## src/hdl/ggr_pkg.sv

```systemverilog
// ----------------------------------------------------------------------------
// ggr_pkg
// Shared constants, codes and controller/datapath signal groups of the
// greedy geometric router.
// ----------------------------------------------------------------------------
package ggr_pkg;

  localparam int MAX_NODES  = 256;
  localparam int NODE_W     = $clog2(MAX_NODES);
  localparam int CNT_W      = NODE_W + 1;
  localparam int ANGLE_BITS = 16;
  localparam int LINK_DEPTH = MAX_NODES * MAX_NODES;
  localparam int LINK_AW    = 2 * NODE_W;
  localparam int CMD_W      = 2;
  localparam int STATUS_W   = 2;
  localparam int HOP_W      = 8;

  localparam logic [CNT_W-1:0] NODE_COUNT_RESET = CNT_W'(MAX_NODES);

  // item commands
  localparam logic [CMD_W-1:0] CMD_ANGLE = 2'd0;
  localparam logic [CMD_W-1:0] CMD_EDGE  = 2'd1;
  localparam logic [CMD_W-1:0] CMD_ROUTE = 2'd2;

  // result status codes
  localparam logic [STATUS_W-1:0] ST_OK      = 2'd0;
  localparam logic [STATUS_W-1:0] ST_REACHED = 2'd1;
  localparam logic [STATUS_W-1:0] ST_FAIL    = 2'd2;

  typedef struct packed {
    logic                sweep_all;
    logic                sweep_vis;
    logic                wr_angle;
    logic                wr_link_ab;
    logic                wr_link_ba;
    logic                route_init;
    logic                tgt_latch;
    logic                scan_start;
    logic                scan_issue;
    logic                visit_write;
    logic                set_res;
    logic [STATUS_W-1:0] res_code;
    logic                res_load;
  } ctrl_cmd_t;

  typedef struct packed {
    logic [CMD_W-1:0] cmd;
    logic             sweep_all_last;
    logic             sweep_vis_last;
    logic             at_target;
    logic             scan_done;
    logic             found;
    logic             visited_hit;
    logic             out_free;
  } dp_status_t;

endpackage

```

## src/hdl/ggr_ctrl.sv

```systemverilog
// ----------------------------------------------------------------------------
// ggr_ctrl
// Sequencer: memory clear after reset, write commands, and the greedy route
// loop (visited clear, neighbor scan, visited check, hop).
// ----------------------------------------------------------------------------
module ggr_ctrl (
  input  logic                clk_i,
  input  logic                rst_ni,
  input  logic                in_accept_i,
  input  ggr_pkg::dp_status_t sts_i,
  output ggr_pkg::ctrl_cmd_t  cmd_o,
  output logic                in_ready_o
);
  import ggr_pkg::*;

  localparam logic [3:0] S_CLEAR = 4'd0;
  localparam logic [3:0] S_IDLE  = 4'd1;
  localparam logic [3:0] S_EXEC  = 4'd2;
  localparam logic [3:0] S_EDGE2 = 4'd3;
  localparam logic [3:0] S_CLRV  = 4'd4;
  localparam logic [3:0] S_INIT  = 4'd5;
  localparam logic [3:0] S_TGT   = 4'd6;
  localparam logic [3:0] S_CHECK = 4'd7;
  localparam logic [3:0] S_SCAN  = 4'd8;
  localparam logic [3:0] S_VIS   = 4'd9;
  localparam logic [3:0] S_DONE  = 4'd10;

  logic [3:0] state_q, state_d;

  always_ff @(posedge clk_i or negedge rst_ni) begin
    if (!rst_ni) begin
      state_q <= S_CLEAR;
    end else begin
      state_q <= state_d;
    end
  end

  assign in_ready_o = (state_q == S_IDLE);

  always_comb begin
    state_d = state_q;
    cmd_o   = '0;
    unique case (state_q)
      S_CLEAR: begin
        cmd_o.sweep_all = 1'b1;
        if (sts_i.sweep_all_last) begin
          state_d = S_IDLE;
        end
      end
      S_IDLE: begin
        if (in_accept_i) begin
          state_d = S_EXEC;
        end
      end
      S_EXEC: begin
        unique case (sts_i.cmd)
          CMD_ANGLE: begin
            cmd_o.wr_angle = 1'b1;
            state_d        = S_DONE;
          end
          CMD_EDGE: begin
            cmd_o.wr_link_ab = 1'b1;
            state_d          = S_EDGE2;
          end
          CMD_ROUTE: begin
            state_d = S_CLRV;
          end
          default: begin
            state_d = S_DONE;
          end
        endcase
      end
      S_EDGE2: begin
        cmd_o.wr_link_ba = 1'b1;
        state_d          = S_DONE;
      end
      S_CLRV: begin
        cmd_o.sweep_vis = 1'b1;
        if (sts_i.sweep_vis_last) begin
          state_d = S_INIT;
        end
      end
      S_INIT: begin
        cmd_o.route_init = 1'b1;
        state_d          = S_TGT;
      end
      S_TGT: begin
        cmd_o.tgt_latch = 1'b1;
        state_d         = S_CHECK;
      end
      S_CHECK: begin
        if (sts_i.at_target) begin
          cmd_o.set_res  = 1'b1;
          cmd_o.res_code = ST_REACHED;
          state_d        = S_DONE;
        end else begin
          cmd_o.scan_start = 1'b1;
          state_d          = S_SCAN;
        end
      end
      S_SCAN: begin
        cmd_o.scan_issue = 1'b1;
        if (sts_i.scan_done) begin
          if (sts_i.found) begin
            state_d = S_VIS;
          end else begin
            // dead end: the current node has no linked neighbor
            cmd_o.set_res  = 1'b1;
            cmd_o.res_code = ST_FAIL;
            state_d        = S_DONE;
          end
        end
      end
      S_VIS: begin
        if (sts_i.visited_hit) begin
          cmd_o.set_res  = 1'b1;
          cmd_o.res_code = ST_FAIL;
          state_d        = S_DONE;
        end else begin
          cmd_o.visit_write = 1'b1;
          state_d           = S_CHECK;
        end
      end
      S_DONE: begin
        if (sts_i.out_free) begin
          cmd_o.res_load = 1'b1;
          state_d        = S_IDLE;
        end
      end
      default: begin
        state_d = S_IDLE;
      end
    endcase
  end

endmodule

```

## config.mk

```make
export PLATFORM = sky130hd
export DESIGN_NAME = ggr_ctrl
export DESIGN_NICKNAME = d
export VERILOG_FILES = /design/src/hdl/ggr_pkg.sv /design/src/hdl/ggr_ctrl.sv
export SDC_FILE = /design/constraint.sdc
export NUM_CORES = 1
export LEC_CHECK = 0
export ABC_AREA = 1
export BUFFER_PORTS_ARGS = -buffer_cell sky130_fd_sc_hd__buf_2
export CAP_MARGIN = 20
export CORE_MARGIN = 4
export CORE_UTILIZATION = 40
export DETAILED_ROUTE_END_ITERATION = 7
export GPL_TIMING_DRIVEN = 0
export PLACE_DENSITY = 0.84
export SETUP_SLACK_MARGIN = 0.15
export SLEW_MARGIN = 20
export SYNTH_ARGS = -nofsm -noshare
export SYNTH_HDL_FRONTEND = slang
export SYNTH_SLANG_ARGS = --single-unit
export TNS_END_PERCENT = 5
```

## constraint.sdc

```tcl
create_clock -name clk_i -period 1.05 [get_ports clk_i]
set_input_delay 0.105 -clock clk_i [delete_from_list [all_inputs] [get_ports clk_i]]
set_output_delay 0.105 -clock clk_i [all_outputs]
set_load 0.01 [all_outputs]
```

; ---- Yosys cells after proc, flatten, opt, wreduce, memory -nomap -nowiden
; Index checks and enable logic that the tools add are counted.
[word_totals]
output_inout_bits = 15
input_bits = 12
register_bits = 4
[classes]
n_reduce_logical = 3
eq_ne = 17
n_mux = 30
[ops]
columns = cell, n
row1 = one-hot mux 4 bit (11 select lines), 1
row2 = two-way mux 4 bit, 6
row3 = "== test 4 x 3 -> 1 bit, second input constant", 4
row4 = two-way mux 1 bit, 14
row5 = "== test 4 bit, second input constant", 3
row6 = two-way mux 3 bit, 4
row7 = "!= test 2 bit, second input constant", 5
row8 = one-hot mux 3 bit (3 select lines), 1
row9 = "== test 4 x 2 -> 1 bit, second input constant", 2
row10 = one-hot mux 4 bit (2 select lines), 1
row11 = two-way mux 2 bit, 3
row12 = AND reduction 5 bit, 1
row13 = "== test 4 x 1 -> 1 bit, second input constant", 1
row14 = logical NOT 4 bit, 1
row15 = "== test 2 x 1 -> 1 bit, second input constant", 1
row16 = "== test 2 bit, second input constant", 1
row17 = logical NOT 2 bit, 1

; ---- Logic depth before layout (Yosys ltp)
[logic_depth]
ltp_word = 3
mapped_depth = 9
depth_no_buf = 9

; ---- Worst setup path after synthesis
; No wires, ideal clock.
[synth_timing]
path_type = register to register
start = register state_q[2]
end = register state_q[1]
path_buffers = 0
setup_slack_ns = -0.217
stages_incl_launch_ff = 9
setup_time_ns = 0.119
t_arrival_ns = 1.147
required_time_ns = 0.931
cell_sequence = dfrtp_1 -> nor2_4 -> inv_2 -> nor2_2 -> nand2_4 -> nand2_1 -> nor2_2 -> nand2_1 -> nand2_1
[synth_between]
elab_chain_cells = 3
word_cells_on_any_way = 18
cone_classes = 15 x eq/ne / 1 x mux / 2 x reduce/logical
[synth_rtl]
columns = element, line_no
row1 = start: declaration, ggr_ctrl.sv:28  ; logic [3:0] state_q, state_d;
row2 = start signal: assignment, ggr_ctrl.sv:34  ; state_q <= state_d;
row3 = == test 4 x 1 -> 1 bit (*), n/a
row4 = net in_ready_o, ggr_ctrl.sv:12  ; output logic in_ready_o
row5 = != test 2 bit (no source line), n/a
row6 = AND reduction 5 bit (no source line), n/a
; The timed path passes the listed nets; every way through them passes the cells marked *.
; A chain may end at the register's enable or synchronous reset.

; ---- Final worst setup path
[layout_timing]
start = register state_q[2]
end = output in_ready_o
[layout_between]
elab_chain_cells = 1
[layout_rtl]
columns = element, line_no
row1 = == test 4 x 1 -> 1 bit, ggr_ctrl.sv:38  ; assign in_ready_o = (state_q == S_IDLE);
row2 = end: declaration, ggr_ctrl.sv:12
; Every way passes these cells.

==> results.sh <==
export IMPL_cp_max_fo=7
export IMPL_vias=746
export IMPL_hold_viol=0
export IMPL_dr_first_iter_drc_count=11
export IMPL_synth_compound_area_frac=0.0310
export IMPL_ant_nets=0
export IMPL_rr_endpoint="state_q[3]"
export IMPL_reg_top3="state_q: 4 flops"
export IMPL_outcome="finished with violations"
export IMPL_grt_overflow=0
export IMPL_ir_worst_vdd_mv=1.22
export IMPL_cp_cell_sequence="nor2_4 -> inv_2 -> nor2_4 -> buf_2"
export IMPL_holdPathStages=4
export IMPL_ys_seq_elements=4
export IMPL_coreArea_mm2=0.00132
export IMPL_clk_pin_slew_worst_paths_ps=50
export IMPL_rsz0062_at_grt="true"
export IMPL_grt_max_degree=8
export IMPL_synth_area_mux_share=0
export IMPL_largest_reg_flops=4
export IMPL_start_kind="flip-flop"
export IMPL_dp_hpwl_mm=1.24
export IMPL_worstHoldPathType="input pin to flip-flop"
export IMPL_violations="negative setup slack"
export IMPL_synth_nets=115
export IMPL_skew_ps=13.6
export IMPL_routedWlPerCell_um=11.7
export IMPL_cts_tree="built"
export IMPL_slew_headroom=0.852
export IMPL_rrSetupSlack_ps=-290
export IMPL_clock_latency_ps=240
export IMPL_pin_count=27
export IMPL_synth_xor_area_frac=0
export IMPL_route_detailed_drc=0
export IMPL_min_to="state_q[0]"
export IMPL_syn_avg_cell_area_um2=5.70
export IMPL_path_buf_inv=2
export IMPL_slowest_delay_ps=480
export IMPL_gp_congestion=0.887
export IMPL_firstDrtPassIters=4
export IMPL_nets=152
export IMPL_htreeDepth=1
export IMPL_setup_ws_ps=-357
export IMPL_grt_use_total=0.166
export IMPL_area_growth_pct=61.6
export IMPL_largest_register="state_q"
export IMPL_avgViaCountPerCell=4.97
export IMPL_syn_area_um2=564
export IMPL_critPathSlowestCell="dfrtp_2"
export IMPL_num_antenna_cells=0
export IMPL_ys_types=18
export IMPL_fmax_mhz=711
export IMPL_antenna_found_initial=0
export IMPL_fp_dieW_um=45.6
export IMPL_root_buffer="clkbuf_4"
export IMPL_synth_top_family_by_area="simple AND/OR/NAND/NOR gates"
export IMPL_min_from="in_accept_i"
export IMPL_timing_final_crit_share=1.34
export IMPL_cpMostUsedCell="nor2_4"
export IMPL_p_leak_uw=0.000590
export IMPL_powerDensity_mw_per_mm2=2340
export IMPL_reg2reg_depth=8
export IMPL_dp_cells=140
export IMPL_crit_type="flip-flop to primary output"
export IMPL_yosys_warnings=0
export IMPL_maxCapViolCount=0
export IMPL_dp_slack_ps=-268
export IMPL_synth_simple_area_share=0.537
export IMPL_cp_depth=4
export IMPL_synthAdderAreaFrac=0.0887
export IMPL_core_rowCount=13
export IMPL_cts_made_buffers=3
export IMPL_min_period_ps=1410
export IMPL_slew_viol_final=0
export IMPL_wl_mm=1.75
export IMPL_postSynthCellCount=99
export IMPL_clk_path_buf_depth=2
export IMPL_clock_sinks=4
export IMPL_grt_pass1_vias=659
export IMPL_required_ps=940
export IMPL_r2r_start="state_q[2]"
export IMPL_cp_end_kind="primary output"
export IMPL_fp_dieH_um=45.6
export IMPL_die_area_mm2=0.00208
export IMPL_yosysSeqAreaShare=0.177
export IMPL_cp_top_family="flip-flops"
export IMPL_initial_core_util=0.428
export IMPL_stdcell_count=150
export IMPL_numPortBuffers=26
export IMPL_drive_gt1_frac=0.519
export IMPL_worstPathArrival_ps=1300
export IMPL_worst_pin_slew_ps=220
export IMPL_setup_viol=19
export IMPL_grt_pass1_wl_mm=2.62
==> synthesized netlist by cell type, drive strengths merged <==
cell | number | area, µm²
nand3b | 2 | 15.0
nand2 | 33 | 141
nor4 | 1 | 6.26
a21oi | 1 | 5.00
dfrtp | 4 | 100
nor3 | 2 | 10.0
nand3 | 10 | 50.1
o211ai | 1 | 7.51
inv | 25 | 93.8
and3 | 1 | 7.51
ha | 4 | 50.1
nor2 | 14 | 72.6
o21ai | 1 | 5.00
==> tightest hold or removal path: cells and delay by family <==
kind	cells	cell delay, ps
buf+inv	2	120
simple gates	2	110
==> final cells by class <==
type / instances / area (µm²)
Sequential cell: 4 / 105
Clock buffer: 4 / 26.3
Inverter: 25 / 98.8
Multi-Input combinational cell: 70 / 469
Timing Repair Buffer: 32 / 194
Tap cell: 15 / 18.8
Fill cell: 118 / 405
==> cells by family (layout without fill, tap and decap cells) <==
family	after synthesis	in the layout
buffers and inverters	25	61
AO/OA/AOI/OAI	3	3
flip-flops	4	4
adder cells (fa/ha/maj)	4	4
AND/OR/NAND/NOR	63	63
==> per-layer routing <==
layer / GRT usage / wire, µm
met3: 0.0119 / 139
met5: 0 / 0
met1: 0.222 / 689
met2: 0.270 / 894
met4: 0.0702 / 31
==> repair_timing <==
action	in CTS	in global routing
hold endpoints to repair	4	0
hold buffers	1	0
gates resized for setup	17	12
setup endpoints to repair	19	19
pin swaps	3	0
buffers inserted	4	1
==> how the worst max path moves through the flow <==
stage / start / to
after floorplan: state_q[2] / state_q[1]
final: state_q[2] / in_ready_o
after CTS: state_q[2] / cmd_o[3]
after global routing: state_q[1] / cmd_o[3]
after global placement: state_q[1] / state_q[0]
after detailed placement: state_q[1] / state_q[1]
==> cells in the final DEF (no fill, tap or decap), types with 2 or more instances in the layout <==
cell type	n
buf_2	24
buf_4	4
buf_6	3
clkbuf_4	3
dfrtp_2	4
ha_1	4
inv_1	19
inv_2	4
inv_4	2
nand2_1	25
nand2_2	5
nand2_4	3
nand3_1	7
nand3_2	3
nand3b_1	2
nor2_1	4
nor2_2	3
nor2_4	7
==> power by group <==
| part | switching [µW] | internal (µW) |
|---|---|---|
| logic | 921 | 593 |
| registers | 176 | 235 |
| clock network | 70.2 | 143 |
| total | 1170 | 971 |
==> per-stage QoR <==
step	util	power, µW	hold slack (ps)	setup TNS, ps	instance area [µm²]
6_report	0.692	2140	148	-5200	912
3_3_place_gp	0.559	1480	-90.7	-1870	737
4_1_cts	0.650	1940	148	-4880	856
3_5_place_dp	0.559	1510	-88.4	-2130	737
2_1_floorplan	-	1200	-191	-424	588
5_1_grt	0.692	2320	184	-6330	912
Power figures use the tool's default switching activity.
